## config.mk

```make
export PLATFORM = sky130hd
export DESIGN_NAME = latency_bucket_histogram
export DESIGN_NICKNAME = d
export VERILOG_FILES = /design/src/rtl/lbh_pkg.sv /design/src/rtl/latency_bucket_histogram.sv /design/src/rtl/lbh_ram.sv
export SDC_FILE = /design/constraint.sdc
export NUM_CORES = 2
export LEC_CHECK = 0
export BUFFER_PORTS_ARGS = -buffer_cell sky130_fd_sc_hd__buf_2
export CELL_PAD_IN_SITES_DETAIL_PLACEMENT = 0
export CELL_PAD_IN_SITES_GLOBAL_PLACEMENT = 2
export CORE_MARGIN = 5
export CORE_UTILIZATION = 44
export CTS_CLUSTER_DIAMETER = 40
export CTS_CLUSTER_SIZE = 10
export DETAILED_ROUTE_END_ITERATION = 12
export GPL_ROUTABILITY_DRIVEN = 0
export PLACE_DENSITY_LB_ADDON = 0.2
export SLEW_MARGIN = 20
export SYNTH_ARGS = -nofsm -noshare
export SYNTH_HDL_FRONTEND = slang
export SYNTH_SLANG_ARGS = --single-unit
```

## constraint.sdc

```tcl
create_clock -name clock -period 28.3 [get_ports clock]
set_input_delay 7.075 -clock clock [delete_from_list [all_inputs] [get_ports clock]]
set_output_delay 7.075 -clock clock [all_outputs]
set_load 0.1 [all_outputs]
```

## src/rtl/lbh_pkg.sv

```systemverilog
// ----------------------------------------------------------------------------
// lbh_pkg
// Shared types and constants of the latency bucket histogram.
// ----------------------------------------------------------------------------
package lbh_pkg;

   localparam int CNT_W      = 64;             // counter and latency width
   localparam int PCT_W      = 14;             // percentile register width
   localparam int PROD_W     = CNT_W + PCT_W;  // count * percentile
   localparam int REM_W      = 14;             // remainder of a divide by PCT_SCALE
   localparam int STEP_W     = 4;              // multiply and divide step counter
   localparam int IDX_OUT_W  = 5;              // reported bucket index width
   localparam int REQ_DATA_W = 64;
   localparam int RSP_DATA_W = 392;            // 5 + 6 * 64 = 389, padded to bytes
   localparam int RSP_PAD_W  = RSP_DATA_W - (IDX_OUT_W + 6 * CNT_W);

   // divide by 10000 in 13-bit quotient digits
   localparam int DIG_W      = 13;
   localparam int DIV_DIGITS = PROD_W / DIG_W;             // 6 digits cover the product
   localparam int NUM_W      = REM_W + DIG_W;              // partial dividend
   localparam int PRE_SHIFT  = 4;                          // 10000 = 16 * 625
   localparam int MAG_W      = 24;
   localparam int MAG_SHIFT  = 33;
   localparam int MPROD_W    = NUM_W - PRE_SHIFT + MAG_W;
   localparam logic [MAG_W-1:0] DIV_MAGIC = 24'd13743896;  // ceil(2^33 / 625)

   localparam logic [PCT_W-1:0] PCT_RESET = 14'd9900;
   localparam logic [REM_W:0]   PCT_SCALE = 15'd10000;

   localparam logic FUNC_OBSERVE = 1'b0;
   localparam logic FUNC_FLUSH   = 1'b1;

   typedef logic [CNT_W-1:0]  cnt_type;
   typedef logic [PROD_W-1:0] prod_type;

   localparam int BOUND_LEN = 21;
   localparam cnt_type BOUND_TABLE [0:BOUND_LEN-1] = '{
      64'd1000,       64'd2000,       64'd5000,       64'd10000,
      64'd20000,      64'd50000,      64'd100000,     64'd200000,
      64'd500000,     64'd1000000,    64'd2000000,    64'd5000000,
      64'd10000000,   64'd20000000,   64'd50000000,   64'd100000000,
      64'd200000000,  64'd500000000,  64'd1000000000, 64'd2000000000,
      64'd5000000000
   };

endpackage

```

## src/rtl/latency_bucket_histogram.sv

```systemverilog
// ----------------------------------------------------------------------------
// latency_bucket_histogram
// Fixed-bound latency histogram with interval counters and a percentile
// report on flush.
// ----------------------------------------------------------------------------
// Observe beats (tuser = 0) are taken one per cycle while no flush is in
// progress; the bucket counters live in a RAM updated by a two-stage
// read-modify-write with forwarding, so back-to-back hits on one bucket are
// counted correctly. A flush beat (tuser = 1) holds off the request side
// until the last bucket is emitted, response stalls included: a shift-add
// multiply of the interval count by the percentile, a divide by 10000 for
// the target (six 13-bit quotient digits, each a reciprocal-multiply step
// and then a remainder step), then per bucket a RAM read and an emit,
// where the bucket is cleared and the running sum checked against the
// target. The response register lets the block keep working while a beat
// waits. Unwritten RAM entries read as zero through per-entry valid bits, so
// no clearing pass is needed after reset.
// ----------------------------------------------------------------------------
module latency_bucket_histogram #(
   parameter int NUM_BUCKETS = 22
) (
   input  logic                            clock,
   input  logic                            reset,
   // request: tdata = latency_ns[63:0]; tuser = func[0]
   input  logic                            req_tvalid,
   output logic                            req_tready,
   input  logic [lbh_pkg::REQ_DATA_W-1:0]  req_tdata,
   input  logic [0:0]                      req_tuser,
   // response: tdata = bucket_index[4:0], bucket_count[68:5],
   // bucket_bound[132:69], interval_count[196:133], interval_sum[260:197],
   // lifetime_count[324:261], percentile_bound[388:325], zero pad[391:389]
   output logic                            rsp_tvalid,
   input  logic                            rsp_tready,
   output logic [lbh_pkg::RSP_DATA_W-1:0]  rsp_tdata,
   output logic                            rsp_tlast,
   // percentile register write
   input  logic                            csr_valid,
   output logic                            csr_ready,
   input  logic [lbh_pkg::PCT_W-1:0]       csr_data
);

   import lbh_pkg::*;

   localparam int IDX_W = $clog2(NUM_BUCKETS);

   localparam logic [2:0] ST_IDLE = 3'd0;
   localparam logic [2:0] ST_MUL  = 3'd1;
   localparam logic [2:0] ST_DIV  = 3'd2;
   localparam logic [2:0] ST_RD   = 3'd3;
   localparam logic [2:0] ST_EMIT = 3'd4;

   function automatic cnt_type bound_of(input logic [IDX_W-1:0] i);
      int unsigned iu;
      iu = 32'(i);
      if (iu + 1 >= NUM_BUCKETS || iu >= BOUND_LEN) begin
         return '1;
      end
      return BOUND_TABLE[iu];
   endfunction

   function automatic logic [IDX_W-1:0] bucket_of(input cnt_type ns);
      logic [IDX_W-1:0] b;
      b = IDX_W'(NUM_BUCKETS - 1);
      for (int i = NUM_BUCKETS - 2; i >= 0; i--) begin
         if (bound_of(IDX_W'(i)) >= ns) begin
            b = IDX_W'(i);
         end
      end
      return b;
   endfunction

   // ---------------------------------------------------------------- registers
   logic [PCT_W-1:0]        pct_ff, pct_in;
   logic [2:0]              st_ff, st_in;
   logic                    v1_ff, v1_in;
   cnt_type                 ns1_ff, ns1_in;
   logic                    v2_ff, v2_in;
   logic [IDX_W-1:0]        idx2_ff, idx2_in;
   logic                    wv_ff, wv_in;
   logic [IDX_W-1:0]        widx_ff, widx_in;
   cnt_type                 wdata_ff, wdata_in;
   cnt_type                 icnt_ff, icnt_in;
   cnt_type                 isum_ff, isum_in;
   cnt_type                 life_ff, life_in;
   logic [NUM_BUCKETS-1:0]  valid_ff, valid_in;
   logic                    rdv_ff, rdv_in;
   logic [IDX_W-1:0]        k_ff, k_in;
   logic [STEP_W-1:0]       step_ff, step_in;
   prod_type                mcand_ff, mcand_in;
   logic [PCT_W-1:0]        mult_ff, mult_in;
   prod_type                acc_ff, acc_in;
   logic [REM_W-1:0]        rem_ff, rem_in;
   logic [DIG_W-1:0]        qdig_ff, qdig_in;
   cnt_type                 target_ff, target_in;
   cnt_type                 cum_ff, cum_in;
   logic                    found_ff, found_in;
   cnt_type                 pb_ff, pb_in;
   logic                    rsp_valid_ff, rsp_valid_in;
   logic [RSP_DATA_W-1:0]   rsp_data_ff, rsp_data_in;
   logic                    rsp_last_ff, rsp_last_in;

   // ---------------------------------------------------------------- RAM port
   logic                    ram_wr_en, ram_rd_en;
   logic [IDX_W-1:0]        ram_wr_addr, ram_rd_addr;
   cnt_type                 ram_wr_data, ram_rd_data;

   lbh_ram #(
      .WIDTH (CNT_W),
      .DEPTH (NUM_BUCKETS)
   ) u_bucket_ram (
      .clock   (clock),
      .wr_en   (ram_wr_en),
      .wr_addr (ram_wr_addr),
      .wr_data (ram_wr_data),
      .rd_en   (ram_rd_en),
      .rd_addr (ram_rd_addr),
      .rd_data (ram_rd_data)
   );

   // ---------------------------------------------------------------- datapath
   logic                    req_acc, obs_acc, flush_acc;
   logic                    rsp_free, emit_go, last_k;
   logic [IDX_W-1:0]        idx1;
   cnt_type                 ram_word, cur2, new2;
   cnt_type                 cum_sum, pb_out;
   logic                    hit;
   logic [NUM_W-1:0]        div_num, div_qd, div_rem;
   logic [MPROD_W-1:0]      div_prod;
   logic [DIG_W-1:0]        div_q;
   cnt_type                 quot_sat;
   logic [IDX_W+4:0]        k_ext;

   assign req_tready = (st_ff == ST_IDLE);
   assign csr_ready  = 1'b1;
   assign req_acc    = req_tvalid && req_tready;
   assign obs_acc    = req_acc && (req_tuser[0] == FUNC_OBSERVE);
   assign flush_acc  = req_acc && (req_tuser[0] == FUNC_FLUSH);

   assign rsp_free   = !rsp_valid_ff || rsp_tready;
   assign emit_go    = (st_ff == ST_EMIT) && rsp_free;
   assign last_k     = (k_ff == IDX_W'(NUM_BUCKETS - 1));

   assign idx1       = bucket_of(ns1_ff);
   assign ram_word   = rdv_ff ? ram_rd_data : '0;
   // the previous write lands on the same edge as this read, so take it here
   assign cur2       = (wv_ff && (widx_ff == idx2_ff)) ? wdata_ff : ram_word;
   assign new2       = cur2 + 64'd1;

   assign cum_sum    = cum_ff + ram_word;
   assign hit        = (cum_sum >= target_ff);
   assign pb_out     = (icnt_ff == '0) ? '0 :
                       (found_ff ? pb_ff : bound_of(IDX_W'(NUM_BUCKETS - 1)));
   assign k_ext      = {5'd0, k_ff};

   // partial dividend = remainder : next digit; floor(n / 10000) is
   // floor((n >> 4) / 625), done as a reciprocal multiply
   assign div_num    = {rem_ff, acc_ff[PROD_W-1 -: DIG_W]};
   assign div_prod   = MPROD_W'(div_num[NUM_W-1:PRE_SHIFT]) * MPROD_W'(DIV_MAGIC);
   assign div_q      = div_prod[MAG_SHIFT+DIG_W-1:MAG_SHIFT];
   assign div_qd     = NUM_W'(qdig_ff) * NUM_W'(PCT_SCALE);
   assign div_rem    = div_num - div_qd;
   assign quot_sat   = (|acc_ff[PROD_W-1:CNT_W]) ? '1 : acc_ff[CNT_W-1:0];

   assign ram_rd_en   = (st_ff == ST_RD) || v1_ff;
   assign ram_rd_addr = (st_ff == ST_RD) ? k_ff : idx1;
   assign ram_wr_en   = emit_go || v2_ff;
   assign ram_wr_addr = emit_go ? k_ff : idx2_ff;
   assign ram_wr_data = emit_go ? '0 : new2;

   always_comb begin
      pct_in       = pct_ff;
      st_in        = st_ff;
      v1_in        = obs_acc;
      ns1_in       = obs_acc ? req_tdata : ns1_ff;
      v2_in        = v1_ff;
      idx2_in      = idx1;
      wv_in        = v2_ff;
      widx_in      = idx2_ff;
      wdata_in     = new2;
      icnt_in      = icnt_ff;
      isum_in      = isum_ff;
      life_in      = life_ff;
      valid_in     = valid_ff;
      rdv_in       = ram_rd_en ? valid_ff[ram_rd_addr] : rdv_ff;
      k_in         = k_ff;
      step_in      = step_ff;
      mcand_in     = mcand_ff;
      mult_in      = mult_ff;
      acc_in       = acc_ff;
      rem_in       = rem_ff;
      qdig_in      = qdig_ff;
      target_in    = target_ff;
      cum_in       = cum_ff;
      found_in     = found_ff;
      pb_in        = pb_ff;
      rsp_valid_in = rsp_tready ? 1'b0 : rsp_valid_ff;
      rsp_data_in  = rsp_data_ff;
      rsp_last_in  = rsp_last_ff;

      if (csr_valid) begin
         pct_in = csr_data;
      end

      if (obs_acc) begin
         icnt_in = icnt_ff + 64'd1;
         isum_in = isum_ff + req_tdata;
         life_in = life_ff + 64'd1;
      end

      if (ram_wr_en) begin
         valid_in[ram_wr_addr] = 1'b1;
      end

      case (st_ff)
         ST_IDLE: begin
            if (flush_acc) begin
               st_in    = ST_MUL;
               step_in  = '0;
               acc_in   = '0;
               mcand_in = PROD_W'(icnt_ff);
               mult_in  = pct_ff;
               rem_in   = '0;
               k_in     = '0;
               cum_in   = '0;
               found_in = 1'b0;
            end
         end
         ST_MUL: begin
            if (mult_ff[0]) begin
               acc_in = acc_ff + mcand_ff;
            end
            mcand_in = {mcand_ff[PROD_W-2:0], 1'b0};
            mult_in  = {1'b0, mult_ff[PCT_W-1:1]};
            step_in  = step_ff + 1'b1;
            if (step_ff == STEP_W'(PCT_W - 1)) begin
               st_in   = ST_DIV;
               step_in = '0;
            end
         end
         ST_DIV: begin
            // even step: quotient digit; odd step: remainder, digit shifts in
            if (!step_ff[0]) begin
               qdig_in = div_q;
            end else begin
               rem_in = div_rem[REM_W-1:0];
               acc_in = {acc_ff[PROD_W-DIG_W-1:0], qdig_ff};
            end
            step_in = step_ff + 1'b1;
            if (step_ff == STEP_W'(2 * DIV_DIGITS - 1)) begin
               st_in = ST_RD;
            end
         end
         ST_RD: begin
            if (step_ff == STEP_W'(2 * DIV_DIGITS)) begin
               // first pass through: acc holds the quotient
               target_in = (quot_sat == '0) ? 64'd1 : quot_sat;
               step_in   = '0;
            end
            st_in = ST_EMIT;
         end
         ST_EMIT: begin
            if (rsp_free) begin
               rsp_valid_in = 1'b1;
               rsp_last_in  = last_k;
               rsp_data_in  = {{RSP_PAD_W{1'b0}},
                               (last_k ? pb_out : 64'd0),
                               life_ff, isum_ff, icnt_ff,
                               bound_of(k_ff), ram_word,
                               k_ext[IDX_OUT_W-1:0]};
               cum_in = cum_sum;
               if (!found_ff && hit) begin
                  found_in = 1'b1;
                  pb_in    = bound_of(k_ff);
               end
               if (last_k) begin
                  st_in   = ST_IDLE;
                  icnt_in = '0;
                  isum_in = '0;
               end else begin
                  st_in = ST_RD;
                  k_in  = k_ff + 1'b1;
               end
            end
         end
         default: begin
            st_in = ST_IDLE;
         end
      endcase
   end

   always_ff @(posedge clock) begin
      if (reset) begin
         pct_ff       <= PCT_RESET;
         st_ff        <= ST_IDLE;
         v1_ff        <= 1'b0;
         v2_ff        <= 1'b0;
         wv_ff        <= 1'b0;
         icnt_ff      <= '0;
         isum_ff      <= '0;
         life_ff      <= '0;
         valid_ff     <= '0;
         rdv_ff       <= 1'b0;
         found_ff     <= 1'b0;
         rsp_valid_ff <= 1'b0;
      end else begin
         pct_ff       <= pct_in;
         st_ff        <= st_in;
         v1_ff        <= v1_in;
         v2_ff        <= v2_in;
         wv_ff        <= wv_in;
         icnt_ff      <= icnt_in;
         isum_ff      <= isum_in;
         life_ff      <= life_in;
         valid_ff     <= valid_in;
         rdv_ff       <= rdv_in;
         found_ff     <= found_in;
         rsp_valid_ff <= rsp_valid_in;
      end
      ns1_ff      <= ns1_in;
      idx2_ff     <= idx2_in;
      widx_ff     <= widx_in;
      wdata_ff    <= wdata_in;
      k_ff        <= k_in;
      step_ff     <= step_in;
      mcand_ff    <= mcand_in;
      mult_ff     <= mult_in;
      acc_ff      <= acc_in;
      rem_ff      <= rem_in;
      qdig_ff     <= qdig_in;
      target_ff   <= target_in;
      cum_ff      <= cum_in;
      pb_ff       <= pb_in;
      rsp_data_ff <= rsp_data_in;
      rsp_last_ff <= rsp_last_in;
   end

   assign rsp_tvalid = rsp_valid_ff;
   assign rsp_tdata  = rsp_data_ff;
   assign rsp_tlast  = rsp_last_ff;

   // ---------------------------------------------------------------- checks
   // observe pipeline must be empty before flush starts clearing buckets
   a_no_wr_clash: assert property (@(posedge clock) disable iff (reset)
      (st_ff == ST_EMIT) |-> !v2_ff)
      else $error("observe write overlaps flush clear");

   a_life_bump: assert property (@(posedge clock) disable iff (reset)
      obs_acc |=> (life_ff == $past(life_ff) + 64'd1))
      else $error("lifetime count missed an observe");

   a_rem_range: assert property (@(posedge clock) disable iff (reset)
      (st_ff == ST_DIV) |-> (rem_ff < PCT_SCALE[REM_W-1:0]))
      else $error("divider remainder out of range");

   a_flush_clear: assert property (@(posedge clock) disable iff (reset)
      (emit_go && last_k) |=> (icnt_ff == '0 && isum_ff == '0 && rsp_tlast))
      else $error("interval not cleared at end of flush");

endmodule

```

## src/rtl/lbh_ram.sv

```systemverilog
// ----------------------------------------------------------------------------
// lbh_ram
// Simple dual-port RAM, one write and one read port, registered read data.
// Read during a write to the same address returns the old word.
// ----------------------------------------------------------------------------
module lbh_ram #(
   parameter int WIDTH = 64,
   parameter int DEPTH = 22
) (
   input  logic                     clock,
   input  logic                     wr_en,
   input  logic [$clog2(DEPTH)-1:0] wr_addr,
   input  logic [WIDTH-1:0]         wr_data,
   input  logic                     rd_en,
   input  logic [$clog2(DEPTH)-1:0] rd_addr,
   output logic [WIDTH-1:0]         rd_data
);

   logic [WIDTH-1:0] mem_ff [0:DEPTH-1];
   logic [WIDTH-1:0] rd_data_ff;

   always_ff @(posedge clock) begin
      if (wr_en) begin
         mem_ff[wr_addr] <= wr_data;
      end
      if (rd_en) begin
         rd_data_ff <= mem_ff[rd_addr];
      end
   end

   assign rd_data = rd_data_ff;

endmodule
```

==> results list <==
- Fin crit share: 37.0%
* Total detailed-routing wirelength: 359000 um
- Worst R2R Path Depth: 16
* Maximum single-stage delay on the critical path: 0.90 ns
* Ports: 480
- Fraction of layout cells with a size suffix above 1: 14.3%
- The synthesized design contains 2533 register bits.
- Count of final setup violators: 0
* Antenna violations before repair: 27
- Along the worst path, the maximum fanout reaches 48.
- Yosys mapped a number of flops with a built-in enable equal to 2222.
- Dividing the detail-routed via count by the number of cells gives 5.69.
- Sorting the synthesized cells by area gives the leading types as sky130_fd_sc_hd__edfxtp_1 (55%), sky130_fd_sc_hd__ha_1 (5.3%), sky130_fd_sc_hd__dfxtp_1 (5.2%), sky130_fd_sc_hd__nand2_1 (3.4%), sky130_fd_sc_hd__fa_1 (3.2%).
- Counting every sink on the clock net gives 2533.
- Standard-cell rows: 192
- Routed wire per std cell: 25.7 um
- Post-DP HPWL: 237000 um
- The first TritonRoute pass finished after 6 iterations.
* Core box area: 273000 um2
- Hold repair after CTS inserted 0 buffers.
- The later pin in the worst-skew pair is clocked with a latency of 0.93 ns.
* All-Layer GR Usage: 24.6%
- Worst endpoint required time: 28.82 ns
- The number of setup buffers added after CTS is 0.
- At the worst endpoint, the arrival time is 11.00 ns.
- Least-Margin Pin Slew: 1.17 ns
- Synthesis Warnings: 0
- Derived from the worst setup path, the maximum achievable clock frequency is 95.4 MHz.
- In this run the tool buffered the top-level ports with 475 buffer cells.
* Maximum root-to-sink buffer count: 4
* Outcome: completed
- Setup repair after global routing left no endpoint under its margin.
- CTS placed an instance of sky130_fd_sc_hd__clkbuf_16 at the clock tree root.
- Post-synth design cell area: 121000 um2
- For this run the aggregate overflow at the end of global routing stands at 0.
* Post-synthesis async set-or-reset flop share: 0%
* Shortest period the worst path allows: 10.48 ns
* Vert. Die Dim: 534 um
* DRC viols: 0
* Fin Hold WS: 0.419 ns
- Via count: 79700
* Endpoint kind of the worst setup timing path: flip-flop
- Final net count: 10900
- Between clock sinks in the finished design, the worst skew comes to 0.0892 ns.
* Worst Hold Depth: 0
- Fin Setup TNS: 0 ns
- H-tree depth reported by CTS: 5
* Cell count after synthesis: 9622
* Register-to-register setup slack: 19.59 ns
- The tool flagged a number of max-cap violations equal to 0.
- Area fraction of the dominant cell type after synthesis: 55.3%
- By startpoint and endpoint, the worst setup path is classified as in -> reg.
- After the first detailed-routing iteration, the DRC count stood at 7055.
* Width of the chip: 534 um
* Max-slew headroom: 22.0%
- On the critical path, the stage with the largest delay is an instance of sky130_fd_sc_hd__nor2_4.
* Clock-pin slew reported for the worst setup and hold paths after clock tree synthesis: 0.05 ns
- The synthesized netlist contains 97 unique library cells.
* Average size of a mapped cell: 12.6 um2
- Effective utilization at floorplan: 44.2%
- Number of cells upsized or downsized after cts: 0
- Entering global routing, the biggest net connects 168 pins.
- The count of nets left with antenna violations once routing finished came out at 0.
- For this run, the leading register cell type out of synthesis is sky130_fd_sc_hd__edfxtp_1.
- The worst register-to-register path begins at ns1_ff[2]$_DFFE_PP_.
* Min-delay src: idx2_ff[4]$_DFF_P_
* Via count of the first global-routing pass: 79300
- The share of the Yosys chip area taken by registers is 60.4%.
- The largest total area in the synthesized netlist belongs to sky130_fd_sc_hd__edfxtp_1.
* R2R Path End: u_bucket_ram.rd_data[36]$_DFFE_PP_
- The number of pins with negative max-slew slack in the final report is 0.
- The tightest min-delay check is of the reg -> reg type.
- Walking the worst path, the cells encountered are buf_2, nand2b_1, nand2_2, inv_8, mux2i_1, o21ai_1, nor2_4, buf_4.
- Final-report hold violation count: 0
* Hold path endpoint: widx_ff[4]$_DFF_P_
- Global-route wire length before repair: 530000 um
- The area growth from synthesis to layout is 15.9%.
- The worst setup path is launched from an input pin.
* CTS tree: built
- Buffers inserted during clock tree synthesis total 391.
* Total die area: 285000 um2
per-layer routing:
| layer | global-route usage, % | vias up | share of wire, % | routed length (um) |
|---|---|---|---|---|
| met5 | 0 | - | 0.031 | 112 |
| met4 | 7.52 | 20 | 3.3 | 11800 |
| met3 | 3.88 | 553 | 6.2 | 22400 |
| met2 | 39.6 | 2712 | 47 | 168000 |
| met1 | 34.4 | 40100 | 44 | 157000 |
| li1 | - | 36400 | - | - |
through the flow:
step	std cells	cell area, um2	util (%)	setup WS (ns)
global placement	13300	127000	46.4	16.82
CTS	14000	140000	51.2	17.71
detailed placement	13300	127000	46.4	16.75
finish	14000	140000	51.2	17.82
floorplan	9624	121000	-	4.89
global route	14000	140000	51.2	17.66
cell usage in the layout (no fill, tap or decap), types with 196 or more instances in the layout:
| cell | instances |
|---|---|
| sky130_fd_sc_hd__nor2_1 | 465 |
| sky130_fd_sc_hd__buf_2 | 475 |
| sky130_fd_sc_hd__ha_1 | 507 |
| sky130_fd_sc_hd__clkbuf_16 | 392 |
| sky130_fd_sc_hd__inv_1 | 514 |
| sky130_fd_sc_hd__nand2_1 | 1102 |
| sky130_fd_sc_hd__a21oi_1 | 480 |
| sky130_fd_sc_hd__o21ai_0 | 330 |
| sky130_fd_sc_hd__xnor2_1 | 234 |
| sky130_fd_sc_hd__and2_1 | 371 |
| sky130_fd_sc_hd__a211oi_1 | 196 |
| sky130_fd_sc_hd__edfxtp_1 | 2222 |
| sky130_fd_sc_hd__dfxtp_1 | 310 |
worst max path at each step:
| stage | from | cells past startpoint | to | slack [ns] |
|---|---|---|---|---|
| final | rsp_tready | 8 | u_bucket_ram.mem_ff[10][30]$_DFFE_PP_ | 17.82 |
| after global routing | req_tuser | 13 | life_ff[63]$_SDFFE_PP0P_ | 17.66 |
| after CTS | rsp_tready | 8 | u_bucket_ram.mem_ff[9][21]$_DFFE_PP_ | 17.71 |
| after detailed placement | rsp_tready | 8 | u_bucket_ram.mem_ff[9][0]$_DFFE_PP_ | 16.75 |
| after global placement | rsp_tready | 8 | u_bucket_ram.mem_ff[9][33]$_DFFE_PP_ | 16.82 |
| after floorplan | rsp_tready | 6 | u_bucket_ram.mem_ff[20][0]$_DFFE_PP_ | 4.89 |
cells by family (layout without fill, tap and decap cells):
| family | after synthesis | after routing | synth area share (%) |
|---|---|---|---|
| and+or+nand+nor | 2786 | 2786 | 11.0 |
| DFF | 2533 | 2533 | 60.4 |
| AOI/OAI and AO/OA | 1846 | 1846 | 10.0 |
| buffers and inverters | 1043 | 1831 | 3.53 |
| adders and majority gates | 702 | 702 | 8.49 |
| xor gates and xnor gates | 406 | 406 | 2.94 |
| muxes | 304 | 304 | 3.60 |
| other | 2 | 11 | 0.00622 |
worst max-delay path, delay by kind of cell:
family	cells	cell delay (ns)
simple gates	3	1.29
compound gates	1	0.44
mux	1	0.61
buf+inv	3	1.50
state kept, by name, indices dropped and copies added, names as in the netlist, 64 cells and up:
name	count
u_bucket_ram.mem_ff	1408
cum_ff	64
isum_ff	64
life_ff	64
ns1_ff	64
target_ff	64
wdata_ff	64
rsp_tdata	321
u_bucket_ram.rd_data	64
icnt_ff	64
mcand_ff	78
acc_ff	78
area by class of cell:
class                      instances  area [um2]
antenna                            7        17.5
clock buffer                     459       10200
clock inverter                   246        2980
fill                           23500      133000
inverter                         519        1960
multi-input combinational       6048       43900
sequential                      2533       73000
tap                             3589        4490
timing repair buffer             607        3460
cell usage after synthesis, drive strengths merged (58+ instances only):
| cell | count |
|---|---|
| xor2 | 172 |
| a211oi | 198 |
| o21ai | 332 |
| nand3 | 193 |
| nor4 | 63 |
| a21oi | 483 |
| a22oi | 58 |
| buf | 167 |
| and2 | 382 |
| nor2 | 496 |
| a311oi | 139 |
| mux4 | 103 |
| xnor2 | 234 |
| ha | 507 |
| and3 | 90 |
| a21o | 159 |
| nand4 | 83 |
| dfxtp | 311 |
| clkbuf | 357 |
| nand2 | 1105 |
| edfxtp | 2222 |
| a31oi | 113 |
| fa | 195 |
| inv | 517 |
| mux2i | 193 |
| nor3 | 91 |
| or2 | 82 |
Power is not shown: default switching activity piles up to over one toggle a cycle in this logic, so the estimate is an artifact.
